==> config.mk <==
export PLATFORM = sky130hd
export DESIGN_NAME = amsp_cell
export DESIGN_NICKNAME = d
export VERILOG_FILES = /design/src/rtl/amsp_pkg.sv /design/src/rtl/amsp_cell.sv
export SDC_FILE = /design/constraint.sdc
export NUM_CORES = 1
export LEC_CHECK = 0
export BUFFER_PORTS_ARGS = -buffer_cell sky130_fd_sc_hd__buf_2
export CAP_MARGIN = 20
export CORE_MARGIN = 5
export CORE_UTILIZATION = 35
export CTS_BUF_LIST = sky130_fd_sc_hd__clkbuf_8
export DETAILED_ROUTE_END_ITERATION = 7
export PLACE_DENSITY = 0.73
export SYNTH_ARGS = -nofsm -noshare
export SYNTH_HDL_FRONTEND = slang
export SYNTH_SLANG_ARGS = --single-unit
export TNS_END_PERCENT = 5
==> constraint.sdc <==
create_clock -name clk -period 11.7 [get_ports clk]
set_clock_uncertainty 0.15 [all_clocks]
set_input_delay 2.34 -clock clk [delete_from_list [all_inputs] [get_ports clk]]
set_output_delay 2.34 -clock clk [all_outputs]
set_load 0.02 [all_outputs]
==> src/rtl/amsp_pkg.sv <==
package amsp_pkg;

	localparam int SLOTS   = 128;
	localparam int TARGETS = 32;

	localparam int KNOWN_W = (TARGETS > 1) ? $clog2(TARGETS) : 1;

	localparam logic FUNC_SEND = 1'b0;
	localparam logic FUNC_RECV = 1'b1;

	localparam logic [1:0] ST_OK      = 2'd0;
	localparam logic [1:0] ST_UNKNOWN = 2'd1;
	localparam logic [1:0] ST_FULL    = 2'd2;

	localparam logic [7:0] COUNT_MAX = 8'hFF;

	typedef logic        [4:0]  proc_t;
	typedef logic        [7:0]  count_t;
	typedef logic signed [31:0] ident_t;
	typedef logic signed [63:0] value_t;

	typedef struct packed {
		logic   func;
		proc_t  target;
		logic   found;
		count_t count;
		ident_t ident;
		value_t value;
	} tok_t;

	typedef struct packed {
		logic [1:0] status;
		count_t     pending_count;
		logic       delivered;
		ident_t     delivered_id;
		value_t     delivered_param;
	} rsp_t;

endpackage

==> src/rtl/amsp_cell.sv <==
module amsp_cell import amsp_pkg::*; (
	input  logic clk,
	input  logic arst_n,
	input  logic prev_valid,
	input  tok_t prev_tok,
	output logic next_valid,
	output tok_t next_tok
);

	logic   busy_q;
	proc_t  target_q;
	ident_t ident_q;
	value_t value_q;
	logic   vld_q;
	tok_t   tok_q;

	logic hit;
	logic take;
	logic place;
	tok_t nxt;

	always_comb begin
		hit   = prev_valid && (prev_tok.func == FUNC_RECV) && busy_q &&
			(target_q == prev_tok.target);
		take  = hit && !prev_tok.found;
		place = prev_valid && (prev_tok.func == FUNC_SEND) && !prev_tok.found && !busy_q;
		nxt   = prev_tok;
		if (hit && (prev_tok.count != COUNT_MAX)) begin
			nxt.count = prev_tok.count + 8'd1;
		end
		if (take) begin
			nxt.found = 1'b1;
			nxt.ident = ident_q;
			nxt.value = value_q;
		end
		if (place) begin
			nxt.found = 1'b1;
		end
	end

	always_ff @(posedge clk or negedge arst_n) begin
		if (!arst_n) begin
			busy_q <= 1'b0;
			vld_q  <= 1'b0;
		end else begin
			vld_q <= prev_valid;
			if (place) begin
				busy_q <= 1'b1;
			end else if (take) begin
				busy_q <= 1'b0;
			end
		end
	end

	always_ff @(posedge clk) begin
		tok_q <= nxt;
		if (place) begin
			target_q <= prev_tok.target;
			ident_q  <= prev_tok.ident;
			value_q  <= prev_tok.value;
		end
	end

	assign next_valid = vld_q;
	assign next_tok   = tok_q;

	a_place_fills: assert property (@(posedge clk) disable iff (!arst_n)
		place |=> busy_q)
		else $error("slot not filled after send");

	a_take_frees: assert property (@(posedge clk) disable iff (!arst_n)
		take |=> !busy_q)
		else $error("slot not freed after receive");

	a_found_sticky: assert property (@(posedge clk) disable iff (!arst_n)
		prev_valid && prev_tok.found |=> next_valid && next_tok.found)
		else $error("found flag lost along the chain");

endmodule
# == After elaboration in Yosys (flattened, before gate mapping) ==
# Cells that the tools add are included.
# classes
add_sub_neg,1
n_eq_ne,2
n_mux,4
bitwise_logic,1
reduce_logical,12
# ops
cell,count
96-bit two-way mux,1
8-bit by 1-bit adder with 8-bit output (second input constant),1
1-bit logical AND,8
8-bit two-way mux,1
8-bit inequality test (second input constant),1
5-bit == test,1
1-bit zero test,2
1-bit two-way mux,2
2-bit nonzero test,1
2-bit OR reduction,1
1-bit inverter,1
# totals
reg_bits,214
input_bits,114
out_inout_bits,112
word_cells,31

# == Depth between registers and ports, before layout ==
# Gate-level depths: netlist of run 1.
# logic_depth
word_depth,6
depth_mapped,7
mapped_depth_nobuf,5

# == Worst setup path before layout of run 1 ==
# Ideal clock, no wire load.
# synth_timing
kind,in2reg
from,input prev_tok[110] (netlist name)
to,register busy_q
t_arrival_ns,13.786
required_time_ns,11.406
slack_ns,-2.380
cell_stages,2
path_cell_list,nor4b_1 o21bai_1
# synth_between
elab_chain_len,5
elab_cells_between_ends,10
# synth_lines
item,line_no,source
from (decl),amsp_cell.sv:5,"input tok_t prev_tok,"
1-bit logical AND or 1-bit inverter (tied branches),"amsp_cell.sv:23, amsp_cell.sv:26",
"1-bit logical AND, on equally long branches (2 in series)","amsp_cell.sv:23, amsp_cell.sv:26",
"1-bit logical AND, on equally long branches","amsp_cell.sv:25, amsp_cell.sv:26",
2-bit nonzero test (no line) or 1-bit two-way mux (tied branches),n/a,
to (signal assigned),amsp_cell.sv:43,busy_q <= 1'b0;
to (signal assigned),amsp_cell.sv:48,busy_q <= 1'b1;
to (signal assigned),amsp_cell.sv:50,busy_q <= 1'b0;
to (decl),amsp_cell.sv:10,logic busy_q;
# Parallel ways exist; a longest one is shown, timed or not.
# A chain may end at the register's enable or synchronous reset.

==> run_results.csv, run 1 <==
group,metric,value,unit
detailed_routing,vias_per_cell,4.341,
synth,ys_seq_area_share,78.53,%
layout,syn2layout_area_growth,31.26,%
detailed_routing,avgRoutedWirePerCell,15.97,um
synth,synth-seq-cells,214,
floorplan,die_h,148.9,um
pwr,pwr-share-clk,39.8,%
synth,synth_area,6755,sq um
layout,finish.net_count,736,
sta,setup_slack,7404,ps
floorplan,pin_count,226,
sta,whs,301.6,ps
clock_network,clockBufferDepth,3,
sta,fin_crit_sh,36.71,%
synth,synth_area_leaders,"edfxtp_1 (45%), dfxtp_1 (33%), mux2_2 (11%), mux2_1 (4.8%), xor2_1 (1.2%)",
place,pre_cts_ws,6903,ps
pwr,p_comb_share,6.6,%
clock_network,clockRootBuffer,"clkbuf_8",
sta,worst_slew_pin_slew,709.9,ps
layout,drive_above_1_share,53.31,%
clock_network,cts_resized,0,
synth,syn_area_per_cell,18.56,sq um
global_route,grt_overflow,0,
synth,yosys_warnings,0,
synth,synthesis.nets,479,
worst_setup_path,required,11930,ps
synth,yosysUniqueCellTypes,26,
clock_network,numCtsBuffers,37,
layout,regArea,5305,sq um
place,gp_routability_congestion,0.8374,
layout,fillers,1649,
global_route,grt_antenna_before_repair,2,
worst_hold_path,hp-class,"register to register",
layout,fin_area,8867,sq um
synth,netlist.area_leader.share,44.90,%
detailed_routing,wl,14520,um
place,placed_area,8187,sq um
floorplan,die_w,148.9,um
worst_setup_path,critPathCaptureType,"register",
pwr,vdd_ir_drop_max,0.09352,mV
detailed_routing,drc_errors,0,
worst_setup_path,critPathKind,"primary input to register",
sta,final_max_slew_viol_count,0,
pwr,p_seq_share,53.6,%
clock_network,clock_latency,500,ps
clock_network,cts_tree,"done",
synth,synthCells,364,
floorplan,floorplan.die_area,22180,sq um
global_route,grt_pass1_wl,22760,um
run_status,status,"finished, final reports clean",
worst_setup_path,startpoint_type,"primary input",
pwr,cellPowerDensity,172.2,nW/um^2
layout,multi_input_area,1393,sq um
worst_setup_path,cp_data_arrival_time,4530,ps
detailed_routing,dr.pass1.iters,4,
synth,async_flop_share,0.9346,%
sta,slew_headroom,52.67,%
synth,ys.flop_type,"dfxtp_1",
global_route,grt_max_degree,54,
floorplan,rows,50,
sta,fin_crit,4296,ps
run,drv_cap,0,
pwr,swShare,22.66,%
sta,fmax,232.8,MHz
global_route,grt_pass1_vias,4445,
sta,hold_violations,0,
detailed_routing,ant_nets,0,
clock_network,post_cts.repair.setup_buffers,0,
clock_network,cts_hold_buf,0,
floorplan,core_area,18830,sq um
sta,finalSetupViolCount,0,
place,port_buffers,225,
clock_network,cts.htree.levels,2,
sta,grt_setup_unrepaired,"false",
clock_network,clock-sinks,214,
synth,synth_edf_count,101,
place,place_hpwl,10080,um
worst_setup_path,path_max_fanout,48,
detailed_routing,drt-initial-drc-count,111,
layout,num_antenna_cells,0,
global_route,grt_usage,12.62,%
pwr,power_leakage,3.675,nW
clock_network,clk_transition_reported_paths,60,ps
detailed_routing,dr_total_vias,3946,
pwr,power.switching,0.3460,mW
sta,setup_tns,0,ps
pwr,p_int,1.181,mW
synth,yosysTopAreaCell,"edfxtp_1",
floorplan,start_util,35.87,%
==> critical path: stages <==
cell and delay [ps]:
buf_2 120, xor2_1 150, or4_1 720, nor3_4 200, buf_4 530, mux2_2 410
==> sequential cells by signal, indices dropped and copies added, names as in the netlist <==
register,flops
next_tok,111
value_q,64
busy_q,1
next_valid,1
ident_q,32
target_q,5
==> area by class of cell <==
cell class / count / share of cell area (%)
Clock buffer: 42 / 6.519
Clock inverter: 25 / 1.157
Timing Repair Buffer: 229 / 13.04
Sequential cell: 214 / 59.83
Multi-Input combinational cell: 137 / 15.70
Inverter: 2 / 0.08466
Tap cell: 260 / 3.669
==> power by group through the flow <==
| stage | Clock (mW) | Sequential (mW) | Combinational [mW] |
|---|---|---|---|
| 6_report | 0.608 | 0.819 | 0.100 |
| 5_1_grt | 0.672 | 0.821 | 0.108 |
| 4_1_cts | 0.635 | 0.819 | 0.102 |
| 3_5_place_dp | 0 | 0.835 | 0.101 |
| 3_3_place_gp | 0 | 0.834 | 0.0976 |
| 2_1_floorplan | 0 | 0.862 | 0.0206 |
==> stage by stage <==
stage,cells,utilization (%),power (mW)
2_1_floorplan,364,-,0.8826
3_3_place_gp,842,43.48,0.9319
3_5_place_dp,842,43.48,0.9358
4_1_cts,909,47.09,1.556
5_1_grt,909,47.09,1.601
6_report,909,47.09,1.527
==> kinds of logic (layout without fill, tap and decap cells) <==
family                   Yosys count  count (layout)  synth area share, %
AO/OA/AOI/OAI                      3               3               0.3335
XOR/XNOR                          11              11                1.426
adder cells (fa/ha/maj)            1               1               0.1852
buffers and inverters             13             298                1.074
flip-flops                       214             214                78.53
multiplexers                      97              97                16.17
AND/OR/NAND/NOR                   25              25                2.279
==> final timing paths <==
path | startpoint | endpoint | slack, ps | cells past startpoint
setup / recovery | prev_tok[108] | next_tok[26] | 7400 | 6
hold / removal | ident_q[22] | next_tok[86] | 300 | 1
setup reg to reg | target_q[3] | next_tok[26] | 9000 | 5
hold reg to reg | ident_q[22] | next_tok[86] | 300 | 1
max in group asynchronous | arst_n | busy_q | 9800 | 1
min in group asynchronous | arst_n | next_valid | 1490 | 1
==> cell usage after synthesis, types with 2 or more instances <==
cell        n
buf_2       7
buf_4       4
dfrtp_1     2
dfxtp_1   111
edfxtp_1  101
inv_1       2
mux2_1     29
mux2_2     68
nand2_1     4
nand3_1     4
nor2_1      2
nor3_1      3
nor4_1      3
nor4b_1     3
xnor2_1     2
xor2_1      9
==> metal layers <==
| layer | wire length [um] | GRT usage, % | vias up |
|---|---|---|---|
| met3 | 1457 | 5.834 | 26 |
| met4 | 303 | 4.577 | 4 |
| met2 | 6819 | 20.57 | 168 |
| met1 | 5904 | 14.66 | 1885 |
| li1 | - | - | 1863 |
| met5 | 36 | 0 | - |
==> layout by cell type, fill, tap and decap left out <==
master	synthesis	routed
nor4_1	3	3
edfxtp_1	101	101
o21bai_1	1	1
ha_1	1	1
nand3_1	4	4
and4_1	1	1
nor4b_1	3	2
nor4b_4	0	1
buf_4	4	4
xor2_1	9	9
or2_2	1	1
o31ai_1	1	1
inv_1	2	23
clkinv_2	0	3
dfxtp_1	111	111
a21boi_0	1	1
nor3_4	1	1
inv_6	0	1
mux2_1	29	29
or3_1	1	1
nor2_1	2	2
or4_1	1	1
xnor2_1	2	2
clkbuf_8	0	42
buf_2	7	225
mux2_2	68	68
dfrtp_1	2	2
nor3_1	3	3
nand2_1	4	4
nand4_1	1	1
Power figures use the tool's default switching activity.
==> run 2: changes to the inputs <==
- ABC_AREA: unset -> 1
- PLACE_DENSITY: 0.73 -> 0.7
- clock period: 11.7 -> 4.35 ns (I/O delays scaled with it)
==> run 2 against run 1 <==
  * Clock power rose to 2.8 times the previous value
  * Clock-buffer cell count up 2
  * Non-clock buffer count up 2
==> run_results.csv, run 2 <==
group,metric,value,unit
run_status,status,"finished, final reports clean",
global_route,grt_overflow,0,
sta,setup_tns,0,ps
place,placed_area,8512,sq um
pwr,power.switching,1.013,mW
global_route,grt_pass1_wl,27920,um
layout,drive_above_1_share,31.10,%
synth,yosysTopAreaCell,"edfxtp_1",
sta,grt_setup_unrepaired,"false",
detailed_routing,wl,17490,um
clock_network,cts_resized,0,
worst_hold_path,worst_hold_path.num_cells,2,
synth,netlist.area_leader.share,42.35,%
worst_setup_path,slowest_delay,450,ps
worst_setup_path,cp_cell_sequence,"buf_2, nand3_1, nor2_2, nand2_1, nor2_4, buf_4, buf_16, nand3_1, nand2_1",
detailed_routing,ant_nets,0,
synth,synthMostInstantiatedCell,"nand2_1",
sta,slew_headroom,50.74,%
layout,final_cell_mix,"nand2_1 (240), buf_2 (225), dfxtp_1 (111), nand3_1 (103), edfxtp_1 (101)",
clock_network,cts.htree.levels,2,
detailed_routing,drt-initial-drc-count,186,
clock_network,clock_latency,500,ps
pwr,cellPowerDensity,457.4,nW/um^2
sta,finalSetupViolCount,0,
floorplan,die_h,153.0,um
detailed_routing,dr_total_vias,5271,
synth,async_flop_share,0.9346,%
worst_setup_path,r2r_start,"busy_q",
sta,hold_violations,0,
sta,final_max_slew_viol_count,0,
pwr,p_comb_share,7.5,%
synth,yosys-top-cells-count,"nand2_1 (240), dfxtp_1 (111), nand3_1 (103)",
clock_network,clock-sinks,214,
floorplan,pin_count,226,
place,gp_routability_congestion,0.7732,
sta,fmax,425.8,MHz
sta,fin_crit,2348,ps
layout,final_common_cell,"nand2_1",
clock_network,cts_tree,"done",
pwr,p_seq_share,52.7,%
detailed_routing,dr.pass1.iters,5,
clock_network,post_cts.repair.setup_buffers,0,
layout,fin_cells,1180,
synth,ys_seq_area_share,74.07,%
clock_network,clockBufferDepth,3,
synth,synth_area,7162,sq um
synth,yosys_warnings,0,
global_route,grt_max_degree,108,
worst_setup_path,ff2ff_path_depth,8,
worst_hold_path,hold_start,"ident_q[5]",
worst_setup_path,required,4640,ps
clock_network,clk_transition_reported_paths,60,ps
layout,largest_register_ffs,111,
run,drv_cap,0,
synth,synth_area_leaders,"edfxtp_1 (42%), dfxtp_1 (31%), nand2_1 (13%), nand3_1 (7.2%), inv_1 (1.2%)",
synth,synth_edf_count,101,
layout,fin_area,9279,sq um
pwr,p_int,3.231,mW
place,placed_cells,1109,
place,place_hpwl,10930,um
synth,synthesis.nets,758,
worst_setup_path,worstSetupEndpoint,"next_tok[57]",
synth,synth-seq-cells,214,
place,port_buffers,225,
worst_setup_path,worstReg2RegEnd,"next_tok[57]",
synth,synthCells,643,
pwr,power_leakage,4.343,nW
pwr,pwr-share-clk,39.9,%
detailed_routing,vias_per_cell,4.467,
pwr,swShare,23.88,%
synth,yosysUniqueCellTypes,24,
worst_setup_path,critPathSlowestCell,"buf_4",
synth,syn_area_per_cell,11.14,sq um
worst_setup_path,critPathKind,"primary input to register",
sta,fin_crit_sh,53.99,%
pwr,vdd_ir_drop_max,0.2593,mV
floorplan,rows,52,
detailed_routing,drc_errors,0,
layout,num_antenna_cells,0,
worst_setup_path,startpoint_type,"primary input",
clock_network,numCtsBuffers,37,
layout,syn2layout_area_growth,29.56,%
clock_network,clockRootBuffer,"clkbuf_8",
global_route,grt_pass1_vias,5364,
floorplan,floorplan.die_area,23420,sq um
worst_hold_path,hp-class,"register to register",
worst_setup_path,startpoint,"prev_tok[110]",
sta,worst_slew_pin_slew,738.9,ps
detailed_routing,avgRoutedWirePerCell,14.82,um
floorplan,core_area,20170,sq um
layout,fin_util,46.01,%
layout,finish.net_count,996,
floorplan,die_w,153.0,um
worst_setup_path,rrSetupSlack,2070,ps
global_route,grt_antenna_before_repair,1,
synth,ys.flop_type,"dfxtp_1",
worst_setup_path,cp_data_arrival_time,2640,ps
floorplan,start_util,35.51,%
worst_setup_path,critPathCaptureType,"register",
global_route,grt_usage,14.53,%
pwr,power,4.244,mW
worst_setup_path,path_max_fanout,59,
==> run 2: cell types whose count changed in the layout (fill, tap and decap cells not counted), moves of 3 or more <==
cell / before / now
nor2_1: 2 / 8
nand4_1: 1 / 8
xor2_1: 9 / 1
nand3_1: 4 / 103
nand2_1: 4 / 240
mux2_2: 68 / 0
clkinv_1: 0 / 3
mux2_1: 29 / 0
inv_1: 23 / 41
==> run 2: cell families after synthesis <==
family | share of synthesized area, %
and+or+nand+nor | 21.72
DFF | 74.07
buffers and inverters | 3.686
xor gates and xnor gates | 0.2446
AOI/OAI and AO/OA | 0.1049
adders and majority gates | 0.1747
==> run 2: worst min-delay path by stage <==
stage / end / slack, ps
3_5_place_dp: next_tok[14] / 310
2_1_floorplan: next_tok[0] / 300
3_3_place_gp: next_tok[10] / 300
6_report: next_tok[69] / 310
5_1_grt: next_valid / 320
4_1_cts: next_valid / 310
==> run 2: area by class of cell <==
| class | instances | area (sq um) |
|---|---|---|
| Multi-Input combinational cell | 372 | 1613 |
| Clock inverter | 24 | 96.34 |
| Timing Repair Buffer | 231 | 1226 |
| Tap cell | 270 | 337.8 |
| Sequential cell | 214 | 5305 |
| Clock buffer | 44 | 605.6 |
| Fill cell | 1893 | 10890 |
| Inverter | 25 | 95.09 |
==> run 2: power by group through the flow <==
stage / registers [mW] / clock network [mW] / logic [mW]
after floorplan: 2.35 / 0 / 0.0931
after global placement: 2.28 / 0 / 0.313
after detailed placement: 2.28 / 0 / 0.319
after CTS: 2.24 / 1.77 / 0.321
after global routing: 2.24 / 1.87 / 0.349
final: 2.24 / 1.69 / 0.317
==> run 2: worst max-delay path, delay by kind of cell <==
| family | cells | cell delay [ps] |
|---|---|---|
| simple gates | 6 | 820 |
| buf+inv | 3 | 880 |
==> run 2: routing by layer <==
metal / global-route usage (%) / up-vias / wire [um]
met1: 17.93 / 2392 / 7539
met5: 0 / - / 13
li1: - / 2618 / -
met2: 23.21 / 224 / 7772
met4: 4.625 / 2 / 378
met3: 6.163 / 35 / 1780
==> run 2: repair_timing <==
action,CTS,global route
setup endpoints to repair,0,0
hold buffers,1,0
endpoints found under the hold margin,2,0
==> run 2: per-stage QoR <==
stage | hold slack, ps | setup slack (ps)
6_report | 312.8 | 2002
5_1_grt | 316.9 | 1862
4_1_cts | 310.5 | 1760
3_5_place_dp | 308.2 | 1204
3_3_place_gp | 303.0 | 1321
2_1_floorplan | 299.0 | -422.8
